File: src/hw/rtl/tmse_pkg.sv
// tmse_pkg: sizes, codes and shared types of the turing machine step engine
// no dependencies; imported by tmse_ctrl, tmse_dp and turing_machine_step_engine
package tmse_pkg;

	localparam int RULE_SLOTS  = 64;
	localparam int TAPE_CELLS  = 1024;
	localparam int STATE_COUNT = 64;

	localparam int SLOT_W  = $clog2(RULE_SLOTS);
	localparam int TAPE_AW = $clog2(TAPE_CELLS);

	localparam logic [2:0] MODE_LOAD  = 3'd0;
	localparam logic [2:0] MODE_WRITE = 3'd1;
	localparam logic [2:0] MODE_START = 3'd2;
	localparam logic [2:0] MODE_STEP  = 3'd3;
	localparam logic [2:0] MODE_READ  = 3'd4;

	localparam logic [2:0] ST_OK        = 3'd0;
	localparam logic [2:0] ST_HALTED    = 3'd1;
	localparam logic [2:0] ST_NO_CELL   = 3'd2;
	localparam logic [2:0] ST_OFF_TAPE  = 3'd3;
	localparam logic [2:0] ST_NO_STATE  = 3'd4;
	localparam logic [2:0] ST_UNKNOWN   = 3'd5;
	localparam logic [2:0] ST_LOADED    = 3'd6;

	localparam logic [1:0] MOVE_RIGHT = 2'd1;
	localparam logic [1:0] MOVE_LEFT  = 2'd2;

	typedef struct packed {
		logic [5:0] state;
		logic [7:0] symbol;
		logic [5:0] goto_state;
		logic [7:0] write_symbol;
		logic [1:0] move;
		logic       halt;
	} rule_t;

	typedef struct packed {
		logic       capture;
		logic       tape_clr;
		logic       load_rule;
		logic       tape_wr;
		logic       start;
		logic       rd_idx;
		logic       rd_head;
		logic       cell_load;
		logic       scan_init;
		logic       scan_run;
		logic       apply;
		logic       res_load;
		logic [2:0] res_status;
	} cmd_t;

	typedef struct packed {
		logic [2:0] mode;
		logic       clr_last;
		logic       no_cell;
		logic       off_tape;
		logic       no_state;
		logic       hit;
		logic       hit_halt;
		logic       known;
		logic       scan_last;
	} sts_t;

endpackage

File: src/hw/rtl/tmse_ctrl.sv
// tmse_ctrl: sequencer of the step engine, drives the handshakes and the datapath commands
// depends on tmse_pkg
module tmse_ctrl
	import tmse_pkg::*;
(
	input  logic clk,
	input  logic arst_n,
	input  logic in_valid,
	output logic in_stall,
	output logic out_valid,
	input  logic out_stall,
	output cmd_t cmd,
	input  sts_t sts
);

	localparam logic [2:0] S_CLEAR  = 3'd0;
	localparam logic [2:0] S_IDLE   = 3'd1;
	localparam logic [2:0] S_EXEC   = 3'd2;
	localparam logic [2:0] S_RDWAIT = 3'd3;
	localparam logic [2:0] S_CHECK  = 3'd4;
	localparam logic [2:0] S_SCAN   = 3'd5;
	localparam logic [2:0] S_REREAD = 3'd6;
	localparam logic [2:0] S_FINISH = 3'd7;

	logic [2:0] state_q, state_d;
	logic [2:0] res_q, res_d;
	logic       out_valid_q;
	logic       out_free;

	assign in_stall  = (state_q != S_IDLE);
	assign out_valid = out_valid_q;
	assign out_free  = !out_valid_q || !out_stall;

	always_comb begin
		state_d = state_q;
		res_d   = res_q;
		cmd     = '0;
		case (state_q)
			S_CLEAR: begin
				cmd.tape_clr = 1'b1;
				if (sts.clr_last) begin
					state_d = S_IDLE;
				end
			end
			S_IDLE: begin
				if (in_valid) begin
					cmd.capture = 1'b1;
					state_d     = S_EXEC;
				end
			end
			S_EXEC: begin
				res_d   = ST_OK;
				state_d = S_FINISH;
				case (sts.mode)
					MODE_LOAD: begin
						cmd.load_rule = 1'b1;
						res_d         = ST_LOADED;
					end
					MODE_WRITE: begin
						cmd.tape_wr = 1'b1;
					end
					MODE_START: begin
						cmd.start = 1'b1;
					end
					MODE_READ: begin
						cmd.rd_idx = 1'b1;
						state_d    = S_RDWAIT;
					end
					MODE_STEP: begin
						cmd.rd_head = 1'b1;
						state_d     = S_CHECK;
					end
					default: begin
						state_d = S_FINISH;
					end
				endcase
			end
			S_RDWAIT: begin
				cmd.cell_load = 1'b1;
				state_d       = S_FINISH;
			end
			S_CHECK: begin
				cmd.cell_load = 1'b1;
				state_d       = S_FINISH;
				if (sts.no_cell) begin
					res_d = ST_NO_CELL;
				end else if (sts.off_tape) begin
					res_d = ST_OFF_TAPE;
				end else if (sts.no_state) begin
					res_d = ST_NO_STATE;
				end else begin
					cmd.scan_init = 1'b1;
					state_d       = S_SCAN;
				end
			end
			S_SCAN: begin
				if (sts.hit) begin
					cmd.apply = 1'b1;
					res_d     = sts.hit_halt ? ST_HALTED : ST_OK;
					state_d   = S_REREAD;
				end else if (sts.scan_last) begin
					res_d   = sts.known ? ST_HALTED : ST_UNKNOWN;
					state_d = S_FINISH;
				end else begin
					cmd.scan_run = 1'b1;
				end
			end
			S_REREAD: begin
				cmd.rd_head = 1'b1;
				state_d     = S_RDWAIT;
			end
			S_FINISH: begin
				cmd.res_status = res_q;
				if (out_free) begin
					cmd.res_load = 1'b1;
					state_d      = S_IDLE;
				end
			end
			default: begin
				state_d = S_IDLE;
			end
		endcase
	end

	always_ff @(posedge clk or negedge arst_n) begin
		if (!arst_n) begin
			state_q     <= S_CLEAR;
			res_q       <= ST_OK;
			out_valid_q <= 1'b0;
		end else begin
			state_q <= state_d;
			res_q   <= res_d;
			if (cmd.res_load) begin
				out_valid_q <= 1'b1;
			end else if (!out_stall) begin
				out_valid_q <= 1'b0;
			end
		end
	end

endmodule

File: config.mk
export PLATFORM = sky130hd
export DESIGN_NAME = tmse_ctrl
export DESIGN_NICKNAME = d
export VERILOG_FILES = /design/src/hw/rtl/tmse_pkg.sv /design/src/hw/rtl/tmse_ctrl.sv
export SDC_FILE = /design/constraint.sdc
export NUM_CORES = 1
export LEC_CHECK = 0
export ABC_CLOCK_PERIOD_IN_PS = 1900
export BUFFER_PORTS_ARGS = -buffer_cell sky130_fd_sc_hd__buf_2
export CAP_MARGIN = 20
export CORE_MARGIN = 10
export CORE_UTILIZATION = 43
export DETAILED_ROUTE_END_ITERATION = 7
export PLACE_DENSITY_LB_ADDON = 0.25
export SYNTH_ARGS = -nofsm -noshare
export SYNTH_HDL_FRONTEND = slang
export SYNTH_SLANG_ARGS = --single-unit
File: constraint.sdc
create_clock -name clk -period 1.9 [get_ports clk]
set_input_delay 0.285 -clock clk [delete_from_list [all_inputs] [get_ports clk]]
set_output_delay 0.285 -clock clk [all_outputs]
set_load 0.02 [all_outputs]
==> results of run 1 <==
## sequential cells by signal, summed over array words and instances (netlist names)
signal,count
state_q,3
res_q,3
out_valid,1
## stage by stage
stage                     worst slack, ns  total power, mW  area (um2)  hold slack, ns
after CTS                          0.0123             1.21         812           0.309
final                              0.0743             1.22         840           0.320
after global routing              0.00541             1.35         840           0.331
after detailed placement            0.252             1.07         776           0.120
after floorplan                     0.162            0.856         603         -0.0106
after global placement              0.297             1.06         776           0.118
## power by group through the flow
stage               Sequential (mW)  Clock, mW  Combinational [mW]
floorplan                     0.265          0               0.590
global placement              0.278          0               0.778
detailed placement            0.284          0               0.789
CTS                           0.283      0.134               0.792
global route                  0.313      0.145               0.891
finish                        0.296      0.127               0.801
## cells by family (layout without fill, tap and decap cells)
logic type | Yosys count | count (layout)
AO/OA/AOI/OAI | 18 | 18
buffers and inverters | 7 | 42
multiplexers | 3 | 3
flip-flops | 7 | 7
AND/OR/NAND/NOR | 39 | 39
## worst register-to-register path: stages, from the launching register on
cell and delay [ns]:
dfrtp_1 0.41, nor4_1 0.53, nor3_2 0.10, o21bai_4 0.17
mux2_1 0.35
## layer usage
| metal | part of all wire (%) | GRT usage [%] | routed length (um) | vias to the layer above |
|---|---|---|---|---|
| met5 | 0 | 0 | 0 | - |
| met4 | 1.2 | 3.36 | 21 | 0 |
| met3 | 7.9 | 5.09 | 141 | 2 |
| met2 | 48 | 17.3 | 858 | 21 |
| met1 | 43 | 12.0 | 758 | 289 |
| li1 | - | - | - | 338 |
## synthesized netlist by cell type (all sizes together)
cell type   n
and3        1
clkbuf      2
inv         3
nor2b       1
buf         2
nor3        5
or4         1
mux2        3
dfrtp       7
and2        3
nand2b      2
nor2       10
a211oi      2
a32oi       1
o32ai       1
o21bai      2
nand3b      2
or3         1
o311ai      1
nand2       7
nor3b       2
nor4        2
o21ai       4
nand3       1
or3b        1
a21oi       6
o21ba       1
## how the worst min path moves through the flow
stage,cells past startpoint,endpoint,startpoint,slack (ns)
floorplan,0,out_valid$_DFFE_PN0P_,arst_n,-0.01
global placement,1,res_q[0]$_DFFE_PN0P_,arst_n,0.12
detailed placement,1,res_q[0]$_DFFE_PN0P_,arst_n,0.12
CTS,3,state_q[0]$_DFFE_PN0P_,sts[7],0.31
global route,3,state_q[0]$_DFFE_PN0P_,sts[7],0.33
finish,3,out_valid$_DFFE_PN0P_,out_stall,0.32
## timing repair
| item | 4_1_cts | 5_1_grt |
|---|---|---|
| hold buffers | 1 | 0 |
| hold endpoints to repair | 7 | 0 |
| endpoints found under the setup margin | 0 | 4 |
| resized for setup | 0 | 7 |
## layout make-up
type | count | area, um2
Clock buffer | 4 | 26.3
Fill cell | 129 | 478
Inverter | 3 | 11.3
Multi-Input combinational cell | 60 | 415
Sequential cell | 7 | 178
Tap cell | 15 | 18.8
Timing Repair Buffer | 35 | 190
==> results.toml, run 1 <==
[status]
outcome = "completed"

[final_layout]
utilization_pct = 63.7
area_delta_synth_final_pct = 39.2
layout.cells.non_filler = 124
final_cell_mix = "buf_2, nor2_1, nand2_1"
diodes = 0
fin_nets = 125
drive_above_1_share_pct = 45.9
final_common_cell = "buf_2"

[synthesis]
synth_nets = 89
syn_area_um2 = 603
seq_area_frac_synth_pct = 29.0
synthAdderAreaFrac_pct = 0
yosysWarnings = 0
avgSynthCellArea_um2 = 8.15
synthXorXnorAreaFrac_pct = 0
synth_top_family_by_area = "simple AND/OR/NAND/NOR gates"
syn_inst = 74
synth_cell_types = 32
ys_ff_latch = 7
yosysTopAreaCellShare_pct = 29.0
yosys.area_share.simple_pct = 37.1
ys_top_cells_by_area = "dfrtp_1, nor2_1, mux2_1, a21oi_1, nand2_1"
synth_top_cell_by_area = "dfrtp_1"
synth_compound_area_share_pct = 22.4
muxShareOfSynthArea_pct = 5.60

[timing]
tns_ns = 0
rsz0062_at_grt = "no"
slew_violations = 0
worstMarginPinSlew_ns = 0.544
skew_ns = 0.00291
hold_violations = 0
finalCritPeriodShare_pct = 96.1
slew_headroom_pct = 63.4
period_needed_ns = 1.83
setup_viol = 0
fmax_mhz = 548

[grt]
grt_max_degree = 13
grt_pass1_vias = 663
grt_first_pass_wirelength_um = 2960
grt_antenna_before_repair = 0
gr-total-overflow = 0
grt.total_usage_pct = 10.7

[power]
p_per_area_nw_per_um2 = 1460
leakage_nw = 0.432
clkPwrFrac_pct = 10.4
internal_power_mw = 0.639
pwr-share-seq_pct = 24.2
switching_power_mw = 0.586
combPwrFrac_pct = 65.4
swShare_pct = 47.8
irDropWorstVdd_uv = 872

[drt]
ant_nets = 0
drc = 0
drt-vias-per-instance = 5.24
drt-wirelength-per-cell_um = 14.4
first_pass_iters = 2
drt-total-wl_um = 1780
vias = 650
drt-initial-drc-count = 2

[clocking]
cts.sink_count = 7
post_cts.repair.setup_buffers = 0
cts_tree = "built"
clock_path_buffers = 2
clk_pin_slew_ns = 0.05
numCtsBuffers = 3
cts-htree-levels = 1
clkLatencyLatePin_ns = 0.24
cts-root-buf = "clkbuf_4"

[floorplanning]
die_area_um2 = 3300
core_um2 = 1320
die_w_um = 57.5
io_pins = 32
dieHeight_um = 57.5
num_rows = 13
initial_core_util_pct = 45.8

[placed_design]
dp_hpwl_um = 1470
gp_congestion = 0.817
place_inst = 119
io_buffers = 31

[worst_hold_path]
hold_class = "input pin to register"

[worst_setup_path]
path_depth = 4
startpoint = "state_q[1]$_DFFE_PN0P_"
crit_path_start_kind = "register"
rr_endpoint = "res_q[0]$_DFFE_PN0P_"
path_max_fanout = 5
reg2reg_slack_ns = 0.21
endpoint = "cmd[6]"
rr_startpoint = "state_q[0]$_DFFE_PN0P_"
crit_type = "register to output pin"
crit_arrival_ns = 1.54
endpoint_kind = "output pin"
reg2reg_depth = 4
cp_cell_sequence = "or3b_1, nand2b_4, nor2_1, buf_2"
required_ns = 1.62
slowest_delay_ns = 0.45
worst_path_max_delay_cell = "or3b_1"
cp_top_family = "simple AND/OR/NAND/NOR gates"
path_buf_inv = 1

[run]
maxCapViolations = 0
(Power assumes the default switching activity.)
==> run 2, diff against run 1 <==
SETUP_SLACK_MARGIN = 0.15   (was unset)
==> results.toml, run 2 (synthesis gave the netlist of run 1 again) <==
[worst_setup_path]
crit_arrival_ns = 1.54
endpoint_kind = "output pin"
path_max_fanout = 4
cp_top_family = "simple AND/OR/NAND/NOR gates"
rr_startpoint = "state_q[0]$_DFFE_PN0P_"
reg2reg_depth = 5
worst_path_max_delay_cell = "dfrtp_1"
slowest_delay_ns = 0.40
crit_path_start_kind = "register"
required_ns = 1.62
cp_cell_sequence = "nand2b_4, or3_4, nor3b_4, buf_6"
path_buf_inv = 1
rr_endpoint = "res_q[2]$_DFFE_PN0P_"
crit_type = "register to output pin"
reg2reg_slack_ns = 0.21

[placed_design]
dp_hpwl_um = 1470
place_ws_ns = 0.252
io_buffers = 31
gp_congestion = 0.817

[floorplanning]
die_w_um = 57.5
dieHeight_um = 57.5
io_pins = 32
initial_core_util_pct = 45.8
num_rows = 13
die_area_um2 = 3300
core_um2 = 1320

[timing]
fmax_mhz = 547
finalCritPeriodShare_pct = 96.2
setup_viol = 0
hold_violations = 0
slew_violations = 0
period_needed_ns = 1.83
worstMarginPinSlew_ns = 0.378
rsz0062_at_grt = "yes"
skew_ns = 0.00473
setup_slack_ns = 0.0727
tns_ns = 0
slew_headroom_pct = 74.6

[worst_hold_path]
whs_path_depth = 3
hold_class = "input pin to register"
hp-start = "out_stall"
min_to = "out_valid$_DFFE_PN0P_"

[power]
finalPower_mw = 1.35
leakage_nw = 0.462
p_per_area_nw_per_um2 = 1460
irDropWorstVdd_uv = 887

[clocking]
clkLatencyLatePin_ns = 0.24
numCtsBuffers = 3
cts.sink_count = 7
cts-root-buf = "clkbuf_4"
cts-htree-levels = 1
clk_pin_slew_ns = 0.05
clock_path_buffers = 2
cts_tree = "built"

[final_layout]
utilization_pct = 70.4
multiInputGateArea_um2 = 445
area_delta_synth_final_pct = 53.7
regArea_um2 = 178
diodes = 0
final_common_cell = "buf_2"
drive_above_1_share_pct = 52.6
fill_cells = 108
fin_nets = 130
final_cell_mix = "buf_2, buf_4, nor2_1"

[grt]
grt_first_pass_wirelength_um = 3040
grt.total_usage_pct = 11.0
grt_antenna_before_repair = 0
grt_max_degree = 13
grt_pass1_vias = 676
gr-total-overflow = 0

[drt]
drc = 0
vias = 678
drt-total-wl_um = 1940
drt-wirelength-per-cell_um = 15.1
drt-vias-per-instance = 5.26
first_pass_iters = 4
ant_nets = 0
drt-initial-drc-count = 22

[status]
outcome = "completed"

[run]
maxCapViolations = 0
## run 2: timing repair
item,in CTS,in global routing
pin swaps,2,2
hold buffers,1,0
gates resized for setup,11,10
setup endpoints to repair,4,11
hold endpoints to repair,7,0
buffers inserted,3,2
## run 2: worst max path at each step
stage | slack (ns) | start | cells past startpoint | endpoint
2_1_floorplan | 0.16 | state_q[0]$_DFFE_PN0P_ | 3 | cmd[10]
3_3_place_gp | 0.30 | state_q[0]$_DFFE_PN0P_ | 4 | res_q[1]$_DFFE_PN0P_
3_5_place_dp | 0.25 | state_q[0]$_DFFE_PN0P_ | 4 | res_q[0]$_DFFE_PN0P_
4_1_cts | 0.13 | state_q[1]$_DFFE_PN0P_ | 4 | cmd[6]
5_1_grt | 0.03 | state_q[0]$_DFFE_PN0P_ | 4 | cmd[12]
6_report | 0.07 | state_q[0]$_DFFE_PN0P_ | 4 | cmd[11]
## run 2: layout make-up
class                           instances  share of cell area (%)
Multi-Input combinational cell         60                    48.0
Timing Repair Buffer                   40                    26.7
Sequential cell                         7                    19.2
Clock buffer                            4                    2.83
Tap cell                               15                    2.02
Inverter                                3                    1.21
## run 2: stage by stage
| step | hold WS [ns] | cells | area (um2) |
|---|---|---|---|
| finish | 0.320 | 129 | 927 |
| global placement | 0.118 | 119 | 776 |
| floorplan | -0.0106 | 74 | 603 |
| detailed placement | 0.120 | 119 | 776 |
| global route | 0.330 | 129 | 927 |
| CTS | 0.309 | 127 | 872 |
## run 2: worst reg2reg max path, stage by stage (launching register included)
cell      delay (ns)
dfrtp_1         0.40
buf_4           0.15
nor4_2          0.40
nor3_2          0.11
o21bai_4        0.16
mux2_1          0.34
## run 2: per-layer routing
layer | global-route usage (%) | routed length (um) | vias up
li1 | - | - | 345
met1 | 12.1 | 784 | 303
met2 | 18.3 | 967 | 27
met3 | 5.31 | 168 | 3
met4 | 3.36 | 23 | 0
met5 | 0 | 0 | -
## run 2: where the power goes
| part | switching [mW] | internal [mW] |
|---|---|---|
| combinational | 0.513 | 0.418 |
| clock | 0.0489 | 0.0798 |
| sequential | 0.0717 | 0.223 |
| total | 0.634 | 0.721 |
==> run 3, diff against run 2 <==
RECOVER_POWER = 50   (was unset)
TNS_END_PERCENT = 1   (was unset)
==> results.toml, run 3 (synthesis gave the netlist of run 1 again) <==
[worst_hold_path]
whs_path_depth = 3
hp-start = "out_stall"
hold_class = "input pin to register"
min_to = "out_valid$_DFFE_PN0P_"

[floorplanning]
die_w_um = 57.5
io_pins = 32
die_area_um2 = 3300
num_rows = 13
initial_core_util_pct = 45.8
dieHeight_um = 57.5
core_um2 = 1320

[timing]
tns_ns = 0
rsz0062_at_grt = "yes"
slew_headroom_pct = 62.1
period_needed_ns = 1.82
hold_violations = 0
setup_viol = 0
slew_violations = 0
worstMarginPinSlew_ns = 0.563
skew_ns = 0.00373
fmax_mhz = 548
finalCritPeriodShare_pct = 96.0

[grt]
grt_antenna_before_repair = 0
grt_max_degree = 13
gr-total-overflow = 0
grt_pass1_vias = 676
grt_first_pass_wirelength_um = 3040
grt.total_usage_pct = 11.0

[clocking]
cts-root-buf = "clkbuf_4"
clk_pin_slew_ns = 0.05
numCtsBuffers = 3
cts-htree-levels = 1
cts_tree = "built"
clkLatencyLatePin_ns = 0.24
clock_path_buffers = 2
cts.sink_count = 7

[worst_setup_path]
slowest_delay_ns = 0.40
worst_path_max_delay_cell = "dfrtp_1"
cp_top_family = "simple AND/OR/NAND/NOR gates"
reg2reg_depth = 5
endpoint_kind = "output pin"
cp_cell_sequence = "nand2b_4, or3_4, nor3b_2, buf_4"
crit_path_start_kind = "register"
rr_endpoint = "res_q[2]$_DFFE_PN0P_"
crit_arrival_ns = 1.54
required_ns = 1.62
rr_startpoint = "state_q[0]$_DFFE_PN0P_"
path_buf_inv = 1
path_max_fanout = 4
crit_type = "register to output pin"
reg2reg_slack_ns = 0.09
path_depth = 4
startpoint = "state_q[0]$_DFFE_PN0P_"

[drt]
drc = 0
vias = 663
drt-vias-per-instance = 5.22
ant_nets = 0
drt-total-wl_um = 1810
first_pass_iters = 4
drt-initial-drc-count = 8
drt-wirelength-per-cell_um = 14.3

[placed_design]
postPlaceCellArea_um2 = 776
dp_hpwl_um = 1470
io_buffers = 31
gp_congestion = 0.817

[status]
outcome = "completed"

[final_layout]
diodes = 0
design_area_um2 = 865
final_common_cell = "buf_2"
fin_nets = 128
area_delta_synth_final_pct = 43.4
drive_above_1_share_pct = 45.5
final_cell_mix = "buf_2, nor2_1, nand2_1, buf_4, a21oi_1"

[power]
leakage_nw = 0.430
irDropWorstVdd_uv = 876
p_per_area_nw_per_um2 = 1460
finalPower_mw = 1.26

[run]
maxCapViolations = 0
## run 3: worst max-delay path by stage
stage	to
4_1_cts	cmd[6]
3_5_place_dp	res_q[0]$_DFFE_PN0P_
3_3_place_gp	res_q[1]$_DFFE_PN0P_
2_1_floorplan	cmd[10]
5_1_grt	res_q[0]$_DFFE_PN0P_
6_report	cmd[11]
## run 3: stage by stage
| stage | worst slack (ns) | util (%) | cells | hold slack (ns) |
|---|---|---|---|---|
| finish | 0.0754 | 65.6 | 127 | 0.319 |
| global route | 0.00899 | 65.6 | 127 | 0.331 |
| CTS | 0.133 | 66.2 | 127 | 0.309 |
| detailed placement | 0.252 | 58.9 | 119 | 0.120 |
| global placement | 0.297 | 58.9 | 119 | 0.118 |
| floorplan | 0.162 | - | 74 | -0.0106 |
## run 3: metal layers
layer / part of all wire [%] / vias up / track usage (%)
met5: 0 / - / 0
met4: 1.3 / 0 / 3.36
met3: 9.2 / 3 / 5.31
met2: 48 / 26 / 18.3
met1: 41 / 294 / 12.1
li1: - / 340 / -
## run 3: final cells by class
| class | count | area [um2] |
|---|---|---|
| inverters | 3 | 11.3 |
| well taps | 15 | 18.8 |
| fillers | 129 | 453 |
| flip-flops and latches | 7 | 178 |
| repair buffers | 38 | 210 |
| multi-input cells | 60 | 420 |
| clock buffers | 4 | 26.3 |
## run 3: timing repair
item | CTS | global route
gates resized for setup | 11 | 1
hold buffers | 1 | 0
setup endpoints to repair | 4 | 11
endpoints found under the hold margin | 7 | 0
buffers inserted | 3 | 0
pin swaps | 2 | 0
## run 3: report_power, final
part / switching [mW] / internal (mW)
clock: 0.0482 / 0.0797
combinational: 0.478 / 0.360
sequential: 0.0714 / 0.223
## run 3: worst register-to-register path, cell delays in order, from the launching register on
cell      delay (ns)
dfrtp_1         0.40
buf_4           0.15
nor4_1          0.52
nor3_2          0.11
o21bai_4        0.17
mux2_1          0.34
